<file path="src/design/assert_macros.svh">
// Assertion macros used by the framer datapath.
// Each macro samples on the rising edge of clock and is disabled while reset is high,
// unless its name says otherwise.
`ifndef ASSERT_MACROS_SVH
`define ASSERT_MACROS_SVH

`define BSPF_ASSERT(label, prop, msg) \
   label: assert property (@(posedge clock) disable iff (reset) prop) else $error(msg);

`define BSPF_ASSERT_ALWAYS(label, prop, msg) \
   label: assert property (@(posedge clock) prop) else $error(msg);

`endif

</file>
<file path="src/design/bspf_pkg.sv">
// ----------------------------------------------------------------------------
// Byte stream packet framer package
// Shared constants, register indexes, header positions and the command,
// status, configuration and controller state types of the framer.
// ----------------------------------------------------------------------------
package bspf_pkg;

   localparam int MaxDataBytes = 32;
   localparam int ByteWidth    = 8;
   localparam int HeaderBytes  = 7;
   localparam int FillWidth    = $clog2(MaxDataBytes + 1);
   localparam int CountWidth   = FillWidth;
   localparam int AddrWidth    = (MaxDataBytes > 1) ? $clog2(MaxDataBytes) : 1;
   localparam int HdrIdxWidth  = $clog2(HeaderBytes);
   localparam int CsrAddrWidth = 5;
   localparam int CsrDataWidth = 32;

   localparam logic [2:0] RegReceiver   = 3'd0;
   localparam logic [2:0] RegSender     = 3'd1;
   localparam logic [2:0] RegRequest    = 3'd2;
   localparam logic [2:0] RegStartUpper = 3'd3;
   localparam logic [2:0] RegStartLower = 3'd4;
   localparam logic [2:0] RegInProgress = 3'd5;
   localparam logic [2:0] RegSuccess    = 3'd6;

   localparam logic [HdrIdxWidth-1:0] HdrStartUpper = HdrIdxWidth'(0);
   localparam logic [HdrIdxWidth-1:0] HdrStartLower = HdrIdxWidth'(1);
   localparam logic [HdrIdxWidth-1:0] HdrReceiver   = HdrIdxWidth'(2);
   localparam logic [HdrIdxWidth-1:0] HdrSender     = HdrIdxWidth'(3);
   localparam logic [HdrIdxWidth-1:0] HdrRequest    = HdrIdxWidth'(4);
   localparam logic [HdrIdxWidth-1:0] HdrStatus     = HdrIdxWidth'(5);
   localparam logic [HdrIdxWidth-1:0] HdrLength     = HdrIdxWidth'(HeaderBytes - 1);

   typedef struct packed {
      logic [ByteWidth-1:0] receiver_address;
      logic [ByteWidth-1:0] sender_address;
      logic [ByteWidth-1:0] request_code;
      logic [ByteWidth-1:0] start_byte_upper;
      logic [ByteWidth-1:0] start_byte_lower;
      logic [ByteWidth-1:0] code_in_progress;
      logic [ByteWidth-1:0] code_success;
   } bspf_cfg_type;

   typedef struct packed {
      logic in_ready;
      logic store;
      logic store_held;
      logic start_full;
      logic start_final;
      logic emit_hdr;
      logic emit_data;
   } bspf_cmd_type;

   typedef struct packed {
      logic in_valid;
      logic in_end;
      logic held_end;
      logic fill_full;
      logic hdr_done;
      logic data_done;
      logic pkt_final;
      logic out_free;
   } bspf_status_type;

   typedef enum logic [1:0] {
      ST_IDLE,
      ST_HEADER,
      ST_DATA,
      ST_STORE
   } bspf_state_type;

endpackage

</file>
<file path="src/design/bspf_if.sv">
// ----------------------------------------------------------------------------
// Framer channel interfaces
// Valid and ready channels for message bytes in and framed bytes out.
// ----------------------------------------------------------------------------
interface bspf_req_if import bspf_pkg::*; ();
   logic                 valid;
   logic                 ready;
   logic [ByteWidth-1:0] data_byte;
   logic                 message_end;

   modport source (output valid, output data_byte, output message_end, input ready);
   modport sink (input valid, input data_byte, input message_end, output ready);
endinterface

interface bspf_rsp_if import bspf_pkg::*; ();
   logic                 valid;
   logic                 ready;
   logic [ByteWidth-1:0] out_byte;
   logic                 packet_end;
   logic                 run_last;

   modport source (output valid, output out_byte, output packet_end, output run_last,
                   input ready);
   modport sink (input valid, input out_byte, input packet_end, input run_last,
                 output ready);
endinterface

</file>
<file path="src/design/bspf_csr.sv">
// ----------------------------------------------------------------------------
// Framer configuration registers
// APB-style register file holding the header bytes and status codes.
// ----------------------------------------------------------------------------
module bspf_csr import bspf_pkg::*; (
   input  logic                    clock,
   input  logic                    reset,
   input  logic                    psel,
   input  logic                    penable,
   input  logic                    pwrite,
   input  logic [CsrAddrWidth-1:0] paddr,
   input  logic [CsrDataWidth-1:0] pwdata,
   output logic [CsrDataWidth-1:0] prdata,
   output logic                    pready,
   output bspf_cfg_type            cfg
);

   bspf_cfg_type         cfg_ff;
   bspf_cfg_type         cfg_in;
   logic [2:0]           reg_index;
   logic [ByteWidth-1:0] wr_byte;
   logic [ByteWidth-1:0] rd_byte;

   assign pready    = 1'b1;
   assign reg_index = paddr[CsrAddrWidth-1:2];
   assign wr_byte   = pwdata[ByteWidth-1:0];
   assign cfg       = cfg_ff;

   always_comb begin
      cfg_in = cfg_ff;
      if (psel && penable && pwrite) begin
         case (reg_index)
            RegReceiver:   cfg_in.receiver_address = wr_byte;
            RegSender:     cfg_in.sender_address   = wr_byte;
            RegRequest:    cfg_in.request_code     = wr_byte;
            RegStartUpper: cfg_in.start_byte_upper = wr_byte;
            RegStartLower: cfg_in.start_byte_lower = wr_byte;
            RegInProgress: cfg_in.code_in_progress = wr_byte;
            RegSuccess:    cfg_in.code_success     = wr_byte;
            default:       cfg_in = cfg_ff;
         endcase
      end
   end

   always_comb begin
      case (reg_index)
         RegReceiver:   rd_byte = cfg_ff.receiver_address;
         RegSender:     rd_byte = cfg_ff.sender_address;
         RegRequest:    rd_byte = cfg_ff.request_code;
         RegStartUpper: rd_byte = cfg_ff.start_byte_upper;
         RegStartLower: rd_byte = cfg_ff.start_byte_lower;
         RegInProgress: rd_byte = cfg_ff.code_in_progress;
         RegSuccess:    rd_byte = cfg_ff.code_success;
         default:       rd_byte = '0;
      endcase
   end

   assign prdata = CsrDataWidth'(rd_byte);

   always_ff @(posedge clock) begin
      if (reset) begin
         cfg_ff <= '0;
      end else begin
         cfg_ff <= cfg_in;
      end
   end

endmodule

</file>
<file path="src/design/bspf_ctrl.sv">
// ----------------------------------------------------------------------------
// Framer controller
// State machine that sequences taking bytes, storing them and sending packets.
// ----------------------------------------------------------------------------
module bspf_ctrl import bspf_pkg::*; (
   input  logic            clock,
   input  logic            reset,
   input  bspf_status_type status,
   output bspf_cmd_type    cmd
);

   bspf_state_type state_ff;
   bspf_state_type state_in;

   always_comb begin
      state_in = state_ff;
      case (state_ff)
         ST_IDLE: begin
            if (status.in_valid && (status.fill_full || status.in_end)) begin
               state_in = ST_HEADER;
            end
         end
         ST_HEADER: begin
            if (status.out_free && status.hdr_done) begin
               state_in = ST_DATA;
            end
         end
         ST_DATA: begin
            if (status.out_free && status.data_done) begin
               state_in = status.pkt_final ? ST_IDLE : ST_STORE;
            end
         end
         ST_STORE: begin
            state_in = status.held_end ? ST_HEADER : ST_IDLE;
         end
         default: state_in = ST_IDLE;
      endcase
   end

   always_comb begin
      cmd = '0;
      case (state_ff)
         ST_IDLE: begin
            cmd.in_ready = 1'b1;
            if (status.in_valid) begin
               if (status.fill_full) begin
                  cmd.start_full = 1'b1;
               end else begin
                  cmd.store       = 1'b1;
                  cmd.start_final = status.in_end;
               end
            end
         end
         ST_HEADER: cmd.emit_hdr  = status.out_free;
         ST_DATA:   cmd.emit_data = status.out_free;
         ST_STORE: begin
            cmd.store       = 1'b1;
            cmd.store_held  = 1'b1;
            cmd.start_final = status.held_end;
         end
         default: cmd = '0;
      endcase
   end

   always_ff @(posedge clock) begin
      if (reset) begin
         state_ff <= ST_IDLE;
      end else begin
         state_ff <= state_in;
      end
   end

endmodule

</file>
<file path="src/design/bspf_datapath.sv">
// ----------------------------------------------------------------------------
// Framer datapath
// Payload buffer, fill and position counters, header selection and the
// output byte register.
// ----------------------------------------------------------------------------
module bspf_datapath import bspf_pkg::*; (
   input  logic             clock,
   input  logic             reset,
   input  bspf_cmd_type     cmd,
   output bspf_status_type  status,
   input  bspf_cfg_type     cfg,
   bspf_req_if.sink         req_if,
   bspf_rsp_if.source       rsp_if
);
   `include "assert_macros.svh"

   logic [ByteWidth-1:0]   mem [MaxDataBytes];

   logic [FillWidth-1:0]   fill_ff;
   logic [FillWidth-1:0]   fill_in;
   logic [CountWidth-1:0]  count_ff;
   logic [CountWidth-1:0]  count_in;
   logic [HdrIdxWidth-1:0] hdr_idx_ff;
   logic [HdrIdxWidth-1:0] hdr_idx_in;
   logic [CountWidth-1:0]  data_idx_ff;
   logic [CountWidth-1:0]  data_idx_in;
   logic                   success_ff;
   logic                   success_in;
   logic                   rsp_valid_ff;
   logic                   rsp_valid_in;

   logic [ByteWidth-1:0]   byte_ff;
   logic                   end_ff;
   logic [ByteWidth-1:0]   rd_data_ff;
   logic [ByteWidth-1:0]   out_byte_ff;
   logic [ByteWidth-1:0]   out_byte_in;
   logic                   packet_end_ff;
   logic                   packet_end_in;
   logic                   run_last_ff;
   logic                   run_last_in;

   logic                   accept;
   logic                   out_free;
   logic [ByteWidth-1:0]   wr_data;
   logic [AddrWidth-1:0]   wr_addr;
   logic                   rd_en;
   logic [AddrWidth-1:0]   rd_addr;
   logic [CountWidth-1:0]  next_idx;
   logic [ByteWidth-1:0]   hdr_byte;
   logic                   hdr_done;
   logic                   data_done;

   assign accept    = req_if.valid && cmd.in_ready;
   assign out_free  = !rsp_valid_ff || rsp_if.ready;
   assign hdr_done  = (hdr_idx_ff == HdrLength);
   assign data_done = (data_idx_ff == count_ff - CountWidth'(1));
   assign next_idx  = data_idx_ff + CountWidth'(1);

   assign status.in_valid  = req_if.valid;
   assign status.in_end    = req_if.message_end;
   assign status.held_end  = end_ff;
   assign status.fill_full = (fill_ff == FillWidth'(MaxDataBytes));
   assign status.hdr_done  = hdr_done;
   assign status.data_done = data_done;
   assign status.pkt_final = success_ff;
   assign status.out_free  = out_free;

   assign req_if.ready      = cmd.in_ready;
   assign rsp_if.valid      = rsp_valid_ff;
   assign rsp_if.out_byte   = out_byte_ff;
   assign rsp_if.packet_end = packet_end_ff;
   assign rsp_if.run_last   = run_last_ff;

   assign wr_data = cmd.store_held ? byte_ff : req_if.data_byte;
   assign wr_addr = fill_ff[AddrWidth-1:0];
   assign rd_en   = (cmd.emit_hdr && hdr_done) || cmd.emit_data;
   assign rd_addr = cmd.emit_data ? next_idx[AddrWidth-1:0] : '0;

   always_comb begin
      case (hdr_idx_ff)
         HdrStartUpper: hdr_byte = cfg.start_byte_upper;
         HdrStartLower: hdr_byte = cfg.start_byte_lower;
         HdrReceiver:   hdr_byte = cfg.receiver_address;
         HdrSender:     hdr_byte = cfg.sender_address;
         HdrRequest:    hdr_byte = cfg.request_code;
         HdrStatus:     hdr_byte = success_ff ? cfg.code_success : cfg.code_in_progress;
         HdrLength:     hdr_byte = ByteWidth'(count_ff);
         default:       hdr_byte = '0;
      endcase
   end

   always_comb begin
      fill_in     = fill_ff;
      count_in    = count_ff;
      hdr_idx_in  = hdr_idx_ff;
      data_idx_in = data_idx_ff;
      success_in  = success_ff;
      if (cmd.store) begin
         fill_in = fill_ff + FillWidth'(1);
      end
      if (cmd.start_full) begin
         fill_in    = '0;
         count_in   = CountWidth'(MaxDataBytes);
         success_in = 1'b0;
         hdr_idx_in = '0;
      end
      if (cmd.start_final) begin
         fill_in    = '0;
         count_in   = fill_ff + CountWidth'(1);
         success_in = 1'b1;
         hdr_idx_in = '0;
      end
      if (cmd.emit_hdr) begin
         hdr_idx_in = hdr_idx_ff + HdrIdxWidth'(1);
         if (hdr_done) begin
            data_idx_in = '0;
         end
      end
      if (cmd.emit_data) begin
         data_idx_in = next_idx;
      end
   end

   always_comb begin
      rsp_valid_in  = rsp_valid_ff && !rsp_if.ready;
      out_byte_in   = out_byte_ff;
      packet_end_in = packet_end_ff;
      run_last_in   = run_last_ff;
      if (cmd.emit_hdr) begin
         rsp_valid_in  = 1'b1;
         out_byte_in   = hdr_byte;
         packet_end_in = 1'b0;
         run_last_in   = 1'b0;
      end else if (cmd.emit_data) begin
         rsp_valid_in  = 1'b1;
         out_byte_in   = rd_data_ff;
         packet_end_in = data_done;
         run_last_in   = data_done && (success_ff || !end_ff);
      end
   end

   always_ff @(posedge clock) begin
      if (reset) begin
         fill_ff      <= '0;
         count_ff     <= '0;
         hdr_idx_ff   <= '0;
         data_idx_ff  <= '0;
         success_ff   <= 1'b0;
         rsp_valid_ff <= 1'b0;
      end else begin
         fill_ff      <= fill_in;
         count_ff     <= count_in;
         hdr_idx_ff   <= hdr_idx_in;
         data_idx_ff  <= data_idx_in;
         success_ff   <= success_in;
         rsp_valid_ff <= rsp_valid_in;
      end
   end

   always_ff @(posedge clock) begin
      if (accept) begin
         byte_ff <= req_if.data_byte;
         end_ff  <= req_if.message_end;
      end
      out_byte_ff   <= out_byte_in;
      packet_end_ff <= packet_end_in;
      run_last_ff   <= run_last_in;
   end

   always_ff @(posedge clock) begin
      if (cmd.store) begin
         mem[wr_addr] <= wr_data;
      end
      if (rd_en) begin
         rd_data_ff <= mem[rd_addr];
      end
   end

   `BSPF_ASSERT(a_store_not_full,
      cmd.store |-> (fill_ff < FillWidth'(MaxDataBytes)),
      "A byte was stored into a full payload buffer.")
   `BSPF_ASSERT(a_emit_needs_room,
      (cmd.emit_hdr || cmd.emit_data) |-> out_free,
      "A framed byte overwrote one that was still waiting.")
   `BSPF_ASSERT(a_data_in_range,
      cmd.emit_data |-> (count_ff != '0) && (data_idx_ff < count_ff),
      "A data byte was sent beyond the packet length.")

endmodule

</file>
<file path="src/design/byte_stream_packet_framer_unit.sv">
// ----------------------------------------------------------------------------
// Byte stream packet framer
// Cuts a message into packets with a seven byte header and sends them out
// one byte per transaction.
// ----------------------------------------------------------------------------
// Message bytes arrive on req_if (data_byte, message_end marks the last byte).
// Framed bytes leave on rsp_if (out_byte, packet_end on the last byte of a
// packet, run_last on the last byte caused by one input transaction).
// The header bytes and status codes are set through the APB port. The user
// must write them only while idle; the block itself does not enforce it.
// A byte that sends nothing is stored while idle. A byte that closes a packet
// of n data bytes holds the input while the header and data go out, one framed
// byte per cycle while the receiver keeps up, into the single output register;
// a byte arriving at a full buffer sends the full packet first and is then
// stored from its holding register. The first framed byte is presented after
// the header state loads it. Reset clears the fill count, counters, state and
// output valid; the payload buffer needs no clearing. When the receiver
// stalls, the output register holds its byte and the sequencer waits.
// ----------------------------------------------------------------------------
module byte_stream_packet_framer_unit import bspf_pkg::*; (
   input  logic                    clock,
   input  logic                    reset,
   bspf_req_if.sink                req_if,
   bspf_rsp_if.source              rsp_if,
   input  logic                    psel,
   input  logic                    penable,
   input  logic                    pwrite,
   input  logic [CsrAddrWidth-1:0] paddr,
   input  logic [CsrDataWidth-1:0] pwdata,
   output logic [CsrDataWidth-1:0] prdata,
   output logic                    pready
);

   bspf_cfg_type    cfg;
   bspf_cmd_type    cmd;
   bspf_status_type status;

   bspf_csr u_csr (
      .clock   (clock),
      .reset   (reset),
      .psel    (psel),
      .penable (penable),
      .pwrite  (pwrite),
      .paddr   (paddr),
      .pwdata  (pwdata),
      .prdata  (prdata),
      .pready  (pready),
      .cfg     (cfg)
   );

   bspf_ctrl u_ctrl (
      .clock  (clock),
      .reset  (reset),
      .status (status),
      .cmd    (cmd)
   );

   bspf_datapath u_datapath (
      .clock  (clock),
      .reset  (reset),
      .cmd    (cmd),
      .status (status),
      .cfg    (cfg),
      .req_if (req_if),
      .rsp_if (rsp_if)
   );

endmodule
</file>
<file path="src/flat_wrapper.sv">
// flat-port wrapper written by rule: the top's interface ports become plain ports
module byte_stream_packet_framer_unit_flat import bspf_pkg::*;
  (clock, reset, psel, penable, pwrite, paddr, pwdata, prdata, pready, req_if_valid, req_if_data_byte, req_if_message_end, req_if_ready, rsp_if_valid, rsp_if_out_byte, rsp_if_packet_end, rsp_if_run_last, rsp_if_ready);
  bspf_req_if req_if_i ();
  bspf_rsp_if rsp_if_i ();
  input  logic clock;
  input  logic reset;
  input  logic psel;
  input  logic penable;
  input  logic pwrite;
  input  logic [CsrAddrWidth-1:0] paddr;
  input  logic [CsrDataWidth-1:0] pwdata;
  output logic [CsrDataWidth-1:0] prdata;
  output logic pready;
  input wire logic [$bits(req_if_i.valid)-1:0] req_if_valid;
  input wire logic [$bits(req_if_i.data_byte)-1:0] req_if_data_byte;
  input wire logic [$bits(req_if_i.message_end)-1:0] req_if_message_end;
  output wire logic [$bits(req_if_i.ready)-1:0] req_if_ready;
  output wire logic [$bits(rsp_if_i.valid)-1:0] rsp_if_valid;
  output wire logic [$bits(rsp_if_i.out_byte)-1:0] rsp_if_out_byte;
  output wire logic [$bits(rsp_if_i.packet_end)-1:0] rsp_if_packet_end;
  output wire logic [$bits(rsp_if_i.run_last)-1:0] rsp_if_run_last;
  input wire logic [$bits(rsp_if_i.ready)-1:0] rsp_if_ready;
  assign req_if_i.valid = req_if_valid;
  assign req_if_i.data_byte = req_if_data_byte;
  assign req_if_i.message_end = req_if_message_end;
  assign req_if_ready = req_if_i.ready;
  assign rsp_if_valid = rsp_if_i.valid;
  assign rsp_if_out_byte = rsp_if_i.out_byte;
  assign rsp_if_packet_end = rsp_if_i.packet_end;
  assign rsp_if_run_last = rsp_if_i.run_last;
  assign rsp_if_i.ready = rsp_if_ready;
  byte_stream_packet_framer_unit u_core (.clock(clock), .reset(reset), .req_if(req_if_i), .rsp_if(rsp_if_i), .psel(psel), .penable(penable), .pwrite(pwrite), .paddr(paddr), .pwdata(pwdata), .prdata(prdata), .pready(pready));
endmodule
</file>
<file path="config.mk">
export PLATFORM = sky130hd
export DESIGN_NAME = byte_stream_packet_framer_unit_flat
export DESIGN_NICKNAME = d
export VERILOG_FILES = /design/src/design/bspf_pkg.sv /design/src/design/bspf_if.sv /design/src/design/bspf_csr.sv /design/src/design/bspf_ctrl.sv /design/src/design/bspf_datapath.sv /design/src/design/byte_stream_packet_framer_unit.sv /design/src/flat_wrapper.sv
export VERILOG_INCLUDE_DIRS = /design/src /design/src/design
export SDC_FILE = /design/constraint.sdc
export NUM_CORES = 1
export LEC_CHECK = 0
export ABC_AREA = 1
export BUFFER_PORTS_ARGS = -buffer_cell sky130_fd_sc_hd__buf_4
export CORE_MARGIN = 3
export CORE_UTILIZATION = 60
export CTS_CLUSTER_DIAMETER = 30
export CTS_CLUSTER_SIZE = 20
export DETAILED_ROUTE_END_ITERATION = 7
export PLACE_DENSITY_LB_ADDON = 0.05
export SYNTH_ARGS = -nofsm -noshare
export SYNTH_HDL_FRONTEND = slang
export SYNTH_SLANG_ARGS = --single-unit
</file>
<file path="constraint.sdc">
create_clock -name clock -period 2.4 [get_ports clock]
set_input_delay 0.48 -clock clock [delete_from_list [all_inputs] [get_ports clock]]
set_output_delay 0.48 -clock clock [all_outputs]
set_load 0.02 [all_outputs]
</file>
# Word-level counts from Yosys, hierarchy flattened
# Memory sizes are Yosys's and may differ from the RTL's. A register that Yosys moved wholly into a read port is not among the register bits.
# Index checks and enable logic that the tools add are counted.
[word_totals]
ff_bits = 100
ram_bits = 256
input_bits = 53
out_inout_bits = 45
wordCells = 116
memories = 1
[memory_table]
columns = ["memory", "words", "word_bits", "read_ports", "rd_ports_with_merged_regs", "wr", "line", "rtl"]
rows = [
  ["u_core.u_datapath.mem", 32, 8, 1, 1, 1, "bspf_datapath.sv:17", "logic [ByteWidth-1:0] mem [MaxDataBytes];"],
]
[classes]
n_addsub = 4
n_eq_ne = 20
n_mux = 39
n_reduce_logical = 33
[op_table]
columns = ["cell", "count"]
rows = [
  ["$pmux 8 s7", 2],
  ["$mux 8", 4],
  ["$mux 6", 5],
  ["$eq 3x3->1 const B", 6],
  ["$mux 1", 16],
  ["$reduce_and 2->1", 8],
  ["$add 6x1->6 const B", 2],
  ["$eq 3x2->1 const B", 4],
  ["$mux 2", 5],
  ["$logic_and 1x1->1", 9],
  ["$mux 3", 3],
  ["$pmux 2 s4", 1],
  ["$eq 3x1->1 const B", 2],
  ["$eq 6x6->1", 1],
  ["$eq 6x6->1 const B", 1],
  ["$logic_not 3->1", 2],
  ["$ne 2x2->1 const B", 3],
  ["$reduce_bool 2->1", 3],
  ["$sub 6x1->6 const B", 1],
  ["$mux 5", 1],
  ["$eq 2x2->1 const B", 2],
  ["$logic_or 1x1->1", 4],
  ["$pmux 1 s2", 2],
  ["$add 3x1->3 const B", 1],
  ["other kinds (6)", 8],
]

# Longest topological paths before layout
[depth]
depth_word = 7
depth_mapped = 14
depth_no_buf = 14

# Modules after synthesis
# A second synthesis with hierarchy kept.
[unflattened]
cells_unflattened = 1981
hier_area_um2 = 17301.6
[by_module_without_submodules]
columns = ["module", "instances", "cells_each", "area_per_inst_um2", "seq_area_each_um2"]
rows = [
  ["bspf_datapath", 1, 1455, 13919.6, 8938.6],
  ["bspf_csr", 1, 481, 3129.3, 1121.1],
  ["bspf_ctrl", 1, 45, 252.7, 40.0],
]

# Least setup slack after synthesis
# Ideal clock, no wire load.
[synth_path]
path_type = "reg2reg"
from = "register u_core.u_ctrl.state_ff[0]"
to = "memory u_core.u_datapath.mem[24][0], enable pin"
setup_time_ns = 0.370
arrival_ns = 2.025
required_time_ns = 2.030
path_slack_ns = 0.004
stages_incl_launch_ff = 11
path_buffers = 0
synth_period_minus_slack_ns = 2.396
path_cell_list = "dfxtp_1 > inv_1 > ha_1 > nand2_1 > inv_1 > nand2_1 > nand2_1 > nand2_1 > inv_2 > nand2_1 > nor2_1"
[synth_between]
elab_chain_len = 4
elab_cells_between_ends = 5
classes_between = "eq/ne: 1; mux: 3; reduce/logical: 1"
[synth_rtl]
columns = ["element", "line", "rtl"]
rows = [
  ["start, declared", "bspf_ctrl.sv:12", "bspf_state_type state_ff;"],
  ["start signal, assigned", "bspf_ctrl.sv:69", "state_ff <= state_in;"],
  ["$eq 2x2->1 or $logic_not 2->1 (tied branches)", "bspf_ctrl.sv:42", "case (state_ff)"],
  ["$pmux 1 s2 *", "bspf_ctrl.sv:42", ""],
  ["$mux 1 *", "bspf_datapath.sv:171", "if (cmd.store) begin"],
  ["$mux 1 (implied by the code) *", "bspf_datapath.sv:172", "mem[wr_addr] <= wr_data;"],
  ["end, declared", "bspf_datapath.sv:17", ""],
]
# Mark *: on every way between the ends. The rest lies on a longest branch, timed or not.

# Final worst setup path
[layout_path]
from = "input port paddr[4]"
to = "output port prdata[0]"
[layout_between]
elab_chain_len = 2
elab_cells_between_ends = 8
classes_between = "eq/ne: 6; mux: 1; reduce/logical: 1"
[layout_rtl]
columns = ["element", "line", "rtl"]
rows = [
  ["start, declared", "flat_wrapper.sv:11", "input logic [CsrAddrWidth-1:0] paddr;"],
  ["$eq 3x3->1, or another cell as far along", "bspf_csr.sv:46", "case (reg_index)"],
  ["$pmux 8 s7 *", "bspf_csr.sv:46", ""],
  ["end, declared", "flat_wrapper.sv:13", "output logic [CsrDataWidth-1:0] prdata;"],
]
# Marked as above.

==> impl_metrics.ini <==
[yosys]
ys.flop_type = edfxtp_1
synth_top_family_by_area = simple AND/OR/NAND/NOR gates
synthTopCellsByArea = edfxtp_1 (54%), dfxtp_1 (11%), nand2_1 (7.7%)
postSynthCellCount = 1548
async_reset_ff_frac = 0
synth-edff-count = 281
syn_avg_cell_area_sq_um = 10.19
synth_top_area_share = 0.5351
synth_top_area_cell = edfxtp_1
synthAdderAreaFrac = 0.01190
synth_simple_gate_area_share = 0.1833
yosysUniqueCellTypes = 44
synthXorXnorAreaFrac = 0.003888
syn_area_sq_um = 15770
synth-compound-area-share = 0.09950
ys_warn_count = 0
synth-seq-cells = 364
synthMuxAreaShare = 0
ys_seq_area_frac = 0.6405

[detailed_routing]
drtPass1Iterations = 6
wl_per_cell_microns = 19.86
drtIter0Drc = 1198
drc = 0
vias = 12029
antenna_left = 0
routed_wl_mm = 40.85
viasPerCell = 5.848

[floorplan]
row_count = 58
die_y_microns = 168.1
io_pins = 98
die_area_sq_um = 28260
initial_core_util = 0.6191
fp.coreArea_sq_um = 25470
die_w_microns = 168.1

[clocking]
cts_root_buf = clkbuf_16
cts-buffers-inserted = 69
cts_setup_buffers = 0
cts.sinks = 364
clk_latency_ps = 550
path_clk_slew_ps = 50
cts.path.max_buffers = 3
h-tree-depth = 3
hold_buffers = 0
cts_tree = built

[timing]
fin_crit_sh = 0.9677
fin_skew_ps = 27.28
worst_pin_slew_ps = 582.9
fmax_mhz = 430.6
whs_ps = 132.2
fin_setup_tns_ps = 0
drv_slew = 0
setup_viol = 0
rsz0062_at_grt = false
hold_violations = 0
fin_crit_ps = 2323
layout_setup_ws_ps = 77.47
max_slew_margin = 0.6078

[global_route]
grt_pass1_wl_mm = 63.04
grt_antenna_before_repair = 0
grt_max_degree = 61
grt_util_all_layers = 0.2865
grt_pass1_vias = 11831
grt_remaining_overflow = 0

[layout]
syn_to_final_growth_pct = 21.24
final_util = 0.7506
fin_cells = 2057
antenna_cells = 0
layout-drive-gt1-share = 0.1563
fin_area_sq_um = 19120
fillCellCount = 1749
fin_nets = 1744

[placed_design]
place_hpwl_mm = 25.26
dpl_worst_slack_ps = 74.21
place_area_sq_um = 16740
gp_congestion = 0.9422
dpl.cell_count = 1935
portBuffers = 46

[critical_path]
worst-path-max-fanout = 8
critPathCaptureType = output pin
start_kind = input pin
required_ps = 1920
arrival_ps = 1840
path_class = in -> out

[worst_hold_path]
min_path_type = in -> reg

[pwr]
power_leakage_nw = 7.314
ir_worst_vdd_v = 0.0007995
powerDensity_nw_per_um2 = 1009
total_power_mw = 19.29

[job]
cap_viol_max_count = 0

[outcome]
status = finished, final reports clean
power by group:
part / leakage [nW] / internal [mW] / switching, mW
Clock: 1.13 / 6.50 / 3.08
Sequential: 3.21 / 7.15 / 0.0991
Combinational: 2.97 / 0.733 / 1.73
Total: 7.31 / 14.4 / 4.91
routing by layer:
metal  share of wire  vias to the layer above  GRT usage
met4           0.044                        0     0.1316
met2            0.47                      583     0.4634
met5               0                        -          0
met3           0.082                      120    0.05212
met1            0.40                     5702     0.3807
li1                -                     5624          -
synthesized netlist by cell type, drive strengths merged (2+ instances only):
cell	n
nor3	5
clkbuf	22
o22ai	61
nand4	6
xnor2	2
a21oi	66
buf	70
a221oi	7
dfxtp	83
edfxtp	281
o211ai	7
o21ai	128
conb	2
o2111ai	4
xor2	5
nand3	174
nand2	329
ha	15
nor2	164
inv	106
worst paths after layout:
check                                         start                                end  slack, ps  depth (start not counted)
setup / recovery                           paddr[4]                          prdata[0]         80                          7
hold reg to reg   u_core.u_datapath.rsp_if.run_last  u_core.u_datapath.rsp_if.run_last        450                          2
setup reg to reg          u_core.u_ctrl.state_ff[1]    u_core.u_datapath.rd_data_ff[1]        110                         11
hold / removal                  req_if_data_byte[7]       u_core.u_datapath.byte_ff[7]        130                          1
registers in the layout (all words and copies together), names as in the netlist, 2 cells and up:
register and cells:
u_core.u_datapath.rd_data_ff 8, u_core.u_datapath.byte_ff 8, u_core.u_ctrl.state_ff 2, u_core.u_csr.cfg 56, u_core.u_datapath.count_ff 6, u_core.u_datapath.data_idx_ff 6, u_core.u_datapath.hdr_idx_ff 3, u_core.u_datapath.rsp_if.out_byte 8
u_core.u_datapath.fill_ff 6, u_core.u_datapath.mem 256
cells by family (layout without fill, tap and decap cells):
family          Yosys count  count (layout)
compound gates          281             281
xor+xnor                  7               7
fa+ha+maj                15              15
buf+inv                 199             355
flops                   364             364
other cells               2              25
simple gates            680             680
critical path: stages:
cell and delay (ps):
buf_4 130, inv_1 90, nand2_1 380, o22ai_1 120, a221oi_1 250, o2111ai_1 190
buf_4 200
layout make-up:
class,instances,area (sq um),share of cell area
sequential,364,10100,0.5283
multi-input combinational,1008,4827,0.2525
clock buffer,90,2004,0.1048
timing repair buffer,126,1021,0.05340
tap,330,412.9,0.02160
inverter,107,407.9,0.02134
clock inverter,32,344.1,0.01800
placed cells by master (no fill, tap or decap), drive strengths merged, types with 2 or more instances in the layout:
cell	n
nor3	5
o21ai	128
clkbuf	90
o2111ai	4
clkinvlp	8
o211ai	7
xor2	5
bufinv	6
nor2	164
clkinv	19
a221oi	7
nand2	329
o22ai	61
conb	25
nand4	6
edfxtp	281
inv	106
buf	126
a21oi	66
dfxtp	83
xnor2	2
ha	15
nand3	174
repair_timing:
item / in CTS / in global routing
hold endpoints to repair: 0 / 0
resized for setup: 0 / 10
setup endpoints to repair: 0 / 142
Power figures use the tool's default switching activity.
